## src/hw/rtl/mbsg_pkg.sv

```systemverilog
`timescale 1ns / 1ps

package mbsg_pkg;

  localparam int FRAME_W = 8;
  localparam int COORD_W = 7;
  localparam int POS_W = 10;
  localparam int SIDE_LEN = 124;
  localparam int PERIM = 496;
  localparam int START_POS = 372;
  localparam int INSET = 2;
  localparam int THICK = 4;
  localparam int SCREEN = 128;
  localparam int DEF_ANIM_FRAMES = 20;
  localparam int DEF_MAX_RECTS = 2;

  typedef logic [1:0] side_t;

  // walking order of the border path
  localparam side_t SIDE_TOP    = 2'd0;
  localparam side_t SIDE_RIGHT  = 2'd1;
  localparam side_t SIDE_BOTTOM = 2'd2;
  localparam side_t SIDE_LEFT   = 2'd3;

  typedef struct packed {
    logic [COORD_W-1:0] x;
    logic [COORD_W-1:0] y;
    logic [COORD_W-1:0] w;
    logic [COORD_W-1:0] h;
  } rect_t;

  // side order: top, right, bottom, left
  function automatic rect_t make_rect(side_t side, logic [COORD_W-1:0] off,
                                      logic [COORD_W-1:0] len);
    rect_t r;
    r = '0;
    case (side)
      SIDE_TOP: begin
        r.x = COORD_W'(INSET) + off;
        r.y = COORD_W'(INSET);
        r.w = len;
        r.h = COORD_W'(THICK);
      end
      SIDE_RIGHT: begin
        r.x = COORD_W'(SCREEN - INSET - THICK);
        r.y = COORD_W'(INSET) + off;
        r.w = COORD_W'(THICK);
        r.h = len;
      end
      SIDE_BOTTOM: begin
        r.x = COORD_W'(SCREEN - INSET) - off - len;
        r.y = COORD_W'(SCREEN - INSET - THICK);
        r.w = len;
        r.h = COORD_W'(THICK);
      end
      default: begin
        r.x = COORD_W'(INSET);
        r.y = COORD_W'(SCREEN - INSET) - off - len;
        r.w = COORD_W'(THICK);
        r.h = len;
      end
    endcase
    return r;
  endfunction

endpackage

```

## src/hw/rtl/moving_border_segment_generator_top.sv

```systemverilog
`timescale 1ns / 1ps

// moving border segment generator
// input channel: one frame number per item (frame, in_valid/in_ready)
// output channel: one rectangle per item (rect_x, rect_y, rect_width,
//   rect_height, last; out_valid/out_ready), one or two per frame
// the frame is folded modulo ANIM_FRAMES and a 124-pixel line is placed on
//   the 496-pixel border path, split at a corner into two rectangles
// the start point comes from a constant table indexed by the frame; one
//   shared compare-and-subtract unit then walks it past whole sides, one
//   side a cycle, to find the starting side and the offset along it
// the first rectangle is registered once the walk ends; the second (if any)
//   follows on the cycle after the first is taken
// a frame is walked and its rectangles sent before the next is accepted;
//   in_ready is low from acceptance until the last rectangle of the frame is
//   taken
// a stalled receiver holds the rectangle and its last flag steady in the
//   output register; nothing new is accepted meanwhile
// reset (rst, synchronous) returns the sequencer to idle, drops out_valid
//   and raises in_ready on the next cycle
module moving_border_segment_generator_top
  import mbsg_pkg::*;
#(
  parameter int ANIM_FRAMES = DEF_ANIM_FRAMES,
  parameter int MAX_RECTS   = DEF_MAX_RECTS
) (
  input  logic               clk,
  input  logic               rst,
  input  logic               in_valid,
  output logic               in_ready,
  input  logic [FRAME_W-1:0] frame,
  output logic               out_valid,
  input  logic               out_ready,
  output logic [COORD_W-1:0] rect_x,
  output logic [COORD_W-1:0] rect_y,
  output logic [COORD_W-1:0] rect_width,
  output logic [COORD_W-1:0] rect_height,
  output logic               last
);

  localparam int FRAME_VALS = 2 ** FRAME_W;
  localparam bit TWO_OK = (MAX_RECTS >= 2);

  // start point of every frame value, measured along the path from the
  // foot of the left side
  function automatic logic [FRAME_VALS*POS_W-1:0] build_start_tab();
    logic [FRAME_VALS*POS_W-1:0] tab;
    int folded;
    tab = '0;
    for (int i = 0; i < FRAME_VALS; i++) begin
      folded = i % ANIM_FRAMES;
      tab[i*POS_W +: POS_W] = POS_W'((folded * PERIM) / ANIM_FRAMES);
    end
    return tab;
  endfunction

  localparam logic [FRAME_VALS*POS_W-1:0] START_TAB = build_start_tab();

  typedef enum logic [2:0] {
    S_IDLE = 3'b001,
    S_WALK = 3'b010,
    S_OUT  = 3'b100
  } state_t;

  state_t state;

  // position left to walk and the side reached so far; after the first
  // piece side_r and off_r describe the pending second piece
  logic [POS_W-1:0]   pos;
  side_t              side_r;
  logic [COORD_W-1:0] off_r;
  logic               pending;

  logic [POS_W-1:0]   tab_pos;
  logic               walk_ge;
  logic [POS_W-1:0]   walk_diff;
  logic [COORD_W-1:0] seg_off;
  logic               seg_two;

  rect_t out_rect;

  assign tab_pos = START_TAB[frame*POS_W +: POS_W];

  // shared compare and subtract against one side length
  always_comb begin
    walk_ge   = (pos >= POS_W'(SIDE_LEN));
    walk_diff = pos - POS_W'(SIDE_LEN);
    seg_off   = pos[COORD_W-1:0];
    // a line starting mid-side runs over the next corner
    seg_two   = TWO_OK && (seg_off != '0);
  end

  always_ff @(posedge clk) begin
    if (rst) begin
      state   <= S_IDLE;
      pending <= 1'b0;
    end else begin
      case (state)
        S_IDLE: begin
          if (in_valid) begin
            pos    <= tab_pos;
            side_r <= SIDE_LEFT;
            state  <= S_WALK;
          end
        end
        S_WALK: begin
          if (walk_ge) begin
            // past the next corner: step onto the following side
            pos    <= walk_diff;
            side_r <= side_r + 2'd1;
          end else begin
            out_rect <= make_rect(side_r, seg_off, COORD_W'(SIDE_LEN) - seg_off);
            last     <= !seg_two;
            pending  <= seg_two;
            side_r   <= side_r + 2'd1;
            off_r    <= seg_off;
            state    <= S_OUT;
          end
        end
        S_OUT: begin
          if (out_ready) begin
            if (pending) begin
              // the rest of the line starts at the corner of the next side
              out_rect <= make_rect(side_r, '0, off_r);
              last     <= 1'b1;
              pending  <= 1'b0;
            end else begin
              state <= S_IDLE;
            end
          end
        end
        default: begin
          state <= S_IDLE;
        end
      endcase
    end
  end

  assign in_ready    = (state == S_IDLE);
  assign out_valid   = (state == S_OUT);
  assign rect_x      = out_rect.x;
  assign rect_y      = out_rect.y;
  assign rect_width  = out_rect.w;
  assign rect_height = out_rect.h;

endmodule

```

## config.mk

```make
export PLATFORM = sky130hd
export DESIGN_NAME = moving_border_segment_generator_top
export DESIGN_NICKNAME = d
export VERILOG_FILES = /design/src/hw/rtl/mbsg_pkg.sv /design/src/hw/rtl/moving_border_segment_generator_top.sv
export SDC_FILE = /design/constraint.sdc
export NUM_CORES = 1
export LEC_CHECK = 0
export BUFFER_PORTS_ARGS = -buffer_cell sky130_fd_sc_hd__buf_2
export CELL_PAD_IN_SITES_DETAIL_PLACEMENT = 0
export CELL_PAD_IN_SITES_GLOBAL_PLACEMENT = 1
export CORE_ASPECT_RATIO = 1.75
export CORE_MARGIN = 4
export CORE_UTILIZATION = 42
export CTS_CLUSTER_DIAMETER = 30
export CTS_CLUSTER_SIZE = 16
export DETAILED_ROUTE_END_ITERATION = 7
export HOLD_SLACK_MARGIN = 0.06
export PLACE_DENSITY_LB_ADDON = 0.1
export SYNTH_ARGS = -nofsm -noshare
export SYNTH_HDL_FRONTEND = slang
export SYNTH_SLANG_ARGS = --single-unit
```

## constraint.sdc

```tcl
create_clock -name clk -period 4.11 [get_ports clk]
set_input_delay 0.2055 -clock clk [delete_from_list [all_inputs] [get_ports clk]]
set_output_delay 0.2055 -clock clk [all_outputs]
set_load 0.03 [all_outputs]
```

### Word-level counts from Yosys, hierarchy flattened

Index checks and enable logic that the tools add are counted.

| word-level totals | value |
|---|---|
| register bits after elaboration | 52 |
| output and inout bits | 31 |

| operators by class | value |
|---|---|
| add/subtract/negate cells | 7 |
| $mul | 1 |
| $lt $le $gt $ge | 1 |
| eq/ne operators | 11 |
| shifts and indexed selects | 1 |
| muxes and demuxes | 23 |
| bitwise logic cells | 2 |
| reductions and logical operators | 11 |

Operators with widths:

| operator | number |
|---|---|
| variable part select 2560 x 13 -> 10 bit (first input constant) | 1 |
| one-hot mux 28 bit (3 select lines) | 2 |
| 2-to-1 mux 28 bit | 3 |
| one-hot mux 28 bit (2 select lines) | 1 |
| subtractor 7 bit (first input constant) | 3 |
| 2-to-1 mux 10 bit | 2 |
| one-hot mux 10 bit (2 select lines) | 1 |
| 2-to-1 mux 3 bit | 4 |
| multiplier 8 x 3 -> 11 bit (second input constant) | 1 |
| greater-or-equal comparator 10 x 7 -> 1 bit (second input constant) | 1 |
| subtractor 10 x 7 -> 10 bit (second input constant) | 1 |
| one-hot mux 3 bit (3 select lines) | 1 |
| AND reduction 3 bit | 3 |
| != test 2 bit (second input constant) | 4 |
| AND reduction 4 bit | 2 |
| adder 2 x 7 -> 7 bit (first input constant) | 1 |
| nonzero test 7 bit | 1 |
| subtractor 7 bit | 1 |
| 2-to-1 mux 1 bit | 5 |
| AND reduction 5 bit | 1 |
| != test 2 x 1 -> 1 bit (second input constant) | 2 |
| one-hot mux 1 bit (2 select lines) | 2 |
| one-hot mux 2 bit (2 select lines) | 1 |
| nonzero test 2 bit | 2 |
| 10 further kinds | 11 |

### Depth between registers and ports, before layout

| logic depth | value |
|---|---|
| depth in word-level cells | 5 |
| depth in mapped cells | 12 |
| depth with buffers taken out | 12 |

### Worst setup path after synthesis

OpenSTA, ideal clock, no wires.

| timing | value |
|---|---|
| path kind | reg-to-reg |
| from | register pos[2] |
| to | register last, enable pin |
| setup time | 459 ps |
| arrival | 3961 ps |
| path slack | -310 ps |
| cell stages (with the launch flop) | 7 |
| path buffers | 0 |
| cell sequence | edfxtp_1 ha_1 and4_4 or4_4 or2_4 a21boi_4 a211oi_1 |

| between the ends | value |
|---|---|
| cells in the longest elaborated chain, start to end | 3 |

RTL lines:

| item | line | text |
|---|---|---|
| from (decl) | moving_border_segment_generator_top.sv:69 | `logic [POS_W-1:0] pos;` |
| from (signal assigned) | moving_border_segment_generator_top.sv:101 | `pos <= tab_pos;` |
| from (signal assigned) | moving_border_segment_generator_top.sv:109 | `pos <= walk_diff;` |
| greater-or-equal comparator 10 x 7 -> 1 bit | moving_border_segment_generator_top.sv:86 | `walk_ge = (pos >= POS_W'(SIDE_LEN));` |
| != test 2 bit (no line) | - |  |
| AND reduction 5 bit (no line) | - |  |
| to (signal assigned) | moving_border_segment_generator_top.sv:113 | `last <= !seg_two;` |
| to (decl) | moving_border_segment_generator_top.sv:38 | `output logic last` |

No other way between the ends.
A chain may end at the register's enable or synchronous reset.

### Worst setup path after layout

| timing | value |
|---|---|
| from | register pos[0] |
| to | register out_rect, in the netlist rect_x[5], data pin |

| between the ends | value |
|---|---|
| cells in the longest elaborated chain, start to end | 5 |
| elaborated cells between the ends (all ways) | 7 |

RTL lines:

| item | line | text |
|---|---|---|
| subtractor 7 bit, on equally long branches | mbsg_pkg.sv:51, moving_border_segment_generator_top.sv:112 |  |
| subtractor 7 bit | mbsg_pkg.sv:51 | `r.x = COORD_W'(SCREEN - INSET) - off - len;` |
| one-hot mux 28 bit (3 select lines) (*) | mbsg_pkg.sv:37 | `case (side)` |
| 2-to-1 mux 28 bit (*) | moving_border_segment_generator_top.sv:107 | `if (walk_ge) begin` |
| one-hot mux 28 bit (2 select lines) (*) | moving_border_segment_generator_top.sv:98 | `case (state)` |
| to (signal assigned) | moving_border_segment_generator_top.sv:112 | `out_rect <= make_rect(side_r, seg_off, COORD_W'(SIDE_LEN) - seg_off);` |
| to (signal assigned) | moving_border_segment_generator_top.sv:124 | `out_rect <= make_rect(side_r, '0, off_r);` |
| to (decl) | moving_border_segment_generator_top.sv:80 | `rect_t out_rect;` |

Mark *: on every way between the ends. The rest lies on a longest branch, timed or not. The select of a mux whose other input is x is not followed.

==> results.py <==
metrics = {
    "power_and_ir_drop": {
        "power_switching_share_pct": 29.49,
        "power_frac_comb_pct": 25.8,
        "clock_power_share_pct": 32.0,
        "peakVddDrop_uv": 282.7,
        "cellLeakagePower_nw": 1.926,
        "seqPwrFrac_pct": 42.2,
        "switching_power_uw": 428.7,
        "powerDensity_nw_per_um2": 285.6,
        "internal_power_mw": 1.025,
    },
    "synth": {
        "synth_warnings": 0,
        "synth-edff-count": 48,
        "ys_dominant_reg_cell": "edfxtp_1",
        "synth-seq-cells": 52,
        "avgSynthCellArea_um2": 8.568,
        "yosysSeqAreaShare_pct": 32.64,
        "syn-num-nets": 576,
        "async_reset_ff_share_pct": 0,
        "syn_area_um2": 4661,
        "synthDistinctLibCells": 75,
        "synthCells": 544,
    },
    "worst_setup_path": {
        "startpoint": "pos[0]",
        "crit_arrival_ns": 3.11,
        "r2r_start": "pos[0]",
        "crit_fanout": 8,
        "worst_setup_path_end_kind": "flop",
        "critPathRequiredTime_ns": 4.16,
        "critPathLaunchType": "flop",
        "critPathKind": "flop to flop",
    },
    "layout": {
        "layout.cells.non_filler": 694,
        "drive_gt1_share_pct": 14.89,
        "fillers": 1101,
        "diodes": 0,
        "fin_nets": 595,
        "area_growth_pct": 9.208,
    },
    "global_route": {
        "first_global_vias": 4177,
        "grt_pass1_wl_mm": 21.64,
        "antenna_found_initial": 0,
        "track_usage_pct": 21.82,
        "grt_max_degree": 52,
        "overflow": 0,
    },
    "clock_tree": {
        "worstSkewPairLatency_ns": 0.29,
        "clkTransAtPathRegs_ns": 0.07,
        "cts_inserted_buffers": 5,
        "htree_levels": 2,
        "postCtsSetupBuffers": 0,
        "cts.path.max_buffers": 2,
        "cts_hold_buf": 0,
        "cts_root_buf": "clkbuf_16",
        "cts_resized": 0,
        "cts_tree": "built",
        "clock_sinks": 52,
    },
    "sta": {
        "whs_ns": 0.2127,
        "tightestPinTransition_ns": 0.8749,
        "worst_clock_skew_ns": 0.004500,
        "rsz0062_at_grt": "no",
        "layout_min_cycle_time_ns": 3.067,
        "setup-violations-final": 0,
        "maxSlewHeadroom_pct": 41.68,
        "hold_viol": 0,
        "fin_crit_sh_pct": 74.61,
        "slew_violations": 0,
        "clock.fmax_mhz": 326.1,
        "setup_ws_ns": 1.043,
        "fin_setup_tns_ns": 0,
    },
    "route": {
        "vias_per_cell": 6.176,
        "drc": 0,
        "drtAntennaViolNets": 0,
        "routed_wl_mm": 14.15,
        "drtIter0Drc": 262,
        "num_vias": 4286,
        "first_pass_iters": 5,
        "wl_per_cell_um": 20.39,
    },
    "die": {
        "ios": 43,
        "die_area_um2": 12910,
        "rows": 50,
        "die_height_um": 147.4,
        "start_util_pct": 43.31,
        "die_x_um": 87.63,
        "coreArea_um2": 10760,
    },
    "worst_hold_path": {
        "hold_start": "rst",
        "hp-class": "input port to flop",
    },
    "place": {
        "place_hpwl_mm": 11.08,
        "place.gp.congestion": 0.9469,
        "port_buffers": 42,
        "dp_cells": 686,
        "place_ws_ns": 1.069,
    },
    "flow_run": {
        "maxCapViolCount": 0,
    },
    "status": {
        "status": "completed",
    },
}
## metal layers
layer / up-vias / global-route usage [%] / wire, um
met5: - / 0 / 0
met4: 0 / 16.59 / 1153
met3: 57 / 2.132 / 467
met2: 151 / 41.50 / 7836
met1: 2020 / 20.09 / 4692
li1: 2058 / - / -
## worst max-delay path, cell delays in order (launching register included)
cell and delay [ns]:
edfxtp_1 0.55, inv_1 0.19, ha_1 0.27, inv_1 0.10, nand2_1 0.20, inv_1 0.13, ha_1 0.46, nor3_1 0.09
a31oi_1 0.14, a311oi_1 0.11, a311o_1 0.37, a31o_1 0.21
## cells in the mapped netlist (7+ instances only)
master	n	area share (%)
buf_2	14	1.5
clkbuf_1	17	1.4
ha_1	20	5.4
nand2b_1	12	1.6
nand3_1	24	2.6
a21oi_1	40	4.3
nand2_1	48	3.9
o21ai_0	32	3.4
nor3_1	12	1.3
inv_1	22	1.8
a211oi_1	14	2.3
nor2_1	49	3.9
a31oi_1	8	1.1
nor2b_1	11	1.5
a22o_1	7	1.3
xor2_1	14	2.6
mux2i_1	17	3.7
xnor2_1	14	2.6
o22ai_1	9	1.2
edfxtp_1	48	31
## cell families after synthesis
kind of cell,share of synthesized area (%)
adders and majority gates,5.369
xor gates and xnor gates,5.262
and+or+nand+nor,19.57
muxes,5.906
buffers and inverters,5.772
AOI/OAI and AO/OA,25.48
DFF,32.64
## flip-flops by register name (all words and copies together) (netlist names)
signal and count:
off_r 7, rect_height 7, pending 1, rect_width 7
state 3, side_r 2, rect_y 7, rect_x 7
pos 10, last 1
## placed cells by master, fill, tap and decap left out, types with 12 or more instances in the layout
cell type,count
nor2_1,49
buf_2,42
nor3_1,12
edfxtp_1,48
nand2b_1,12
inv_1,22
xor2_1,14
nand2_1,48
mux2i_1,17
nand3_1,24
o21ai_0,32
xnor2_1,14
a211oi_1,13
a21oi_1,40
ha_1,20
## power groups by stage
| stage | Combinational, mW | Sequential [mW] | Clock [mW] |
|---|---|---|---|
| 2_1_floorplan | 0.290 | 0.616 | 0 |
| 3_3_place_gp | 0.371 | 0.625 | 0 |
| 3_5_place_dp | 0.370 | 0.625 | 0 |
| 4_1_cts | 0.373 | 0.614 | 0.474 |
| 5_1_grt | 0.410 | 0.615 | 0.492 |
| 6_report | 0.375 | 0.614 | 0.465 |
## layout make-up
type	instances	area [um2]	area share [%]
clock buffers	5	125.1	2.458
clock inverters	3	37.54	0.7375
inverters	24	90.09	1.770
multi-input cells	430	2883	56.64
flip-flops and latches	52	1521	29.89
well taps	130	162.7	3.196
repair buffers	50	270.3	5.310
## metrics by stage
step,instance area (um2),utilization (%),power [mW]
final,5090,47.30,1.454
after global routing,5090,47.30,1.517
after CTS,5090,47.30,1.461
after detailed placement,4927,45.79,0.9959
after global placement,4927,45.79,0.9962
after floorplan,4666,-,0.9060
## final timing paths
kind	cells after the start	slack (ns)	end
setup reg to reg	11	1.04	rect_x[5]
setup / recovery	11	1.04	rect_x[5]
hold reg to reg	2	0.64	pos[9]
hold / removal	2	0.21	pending
(Power assumes the default switching activity.)
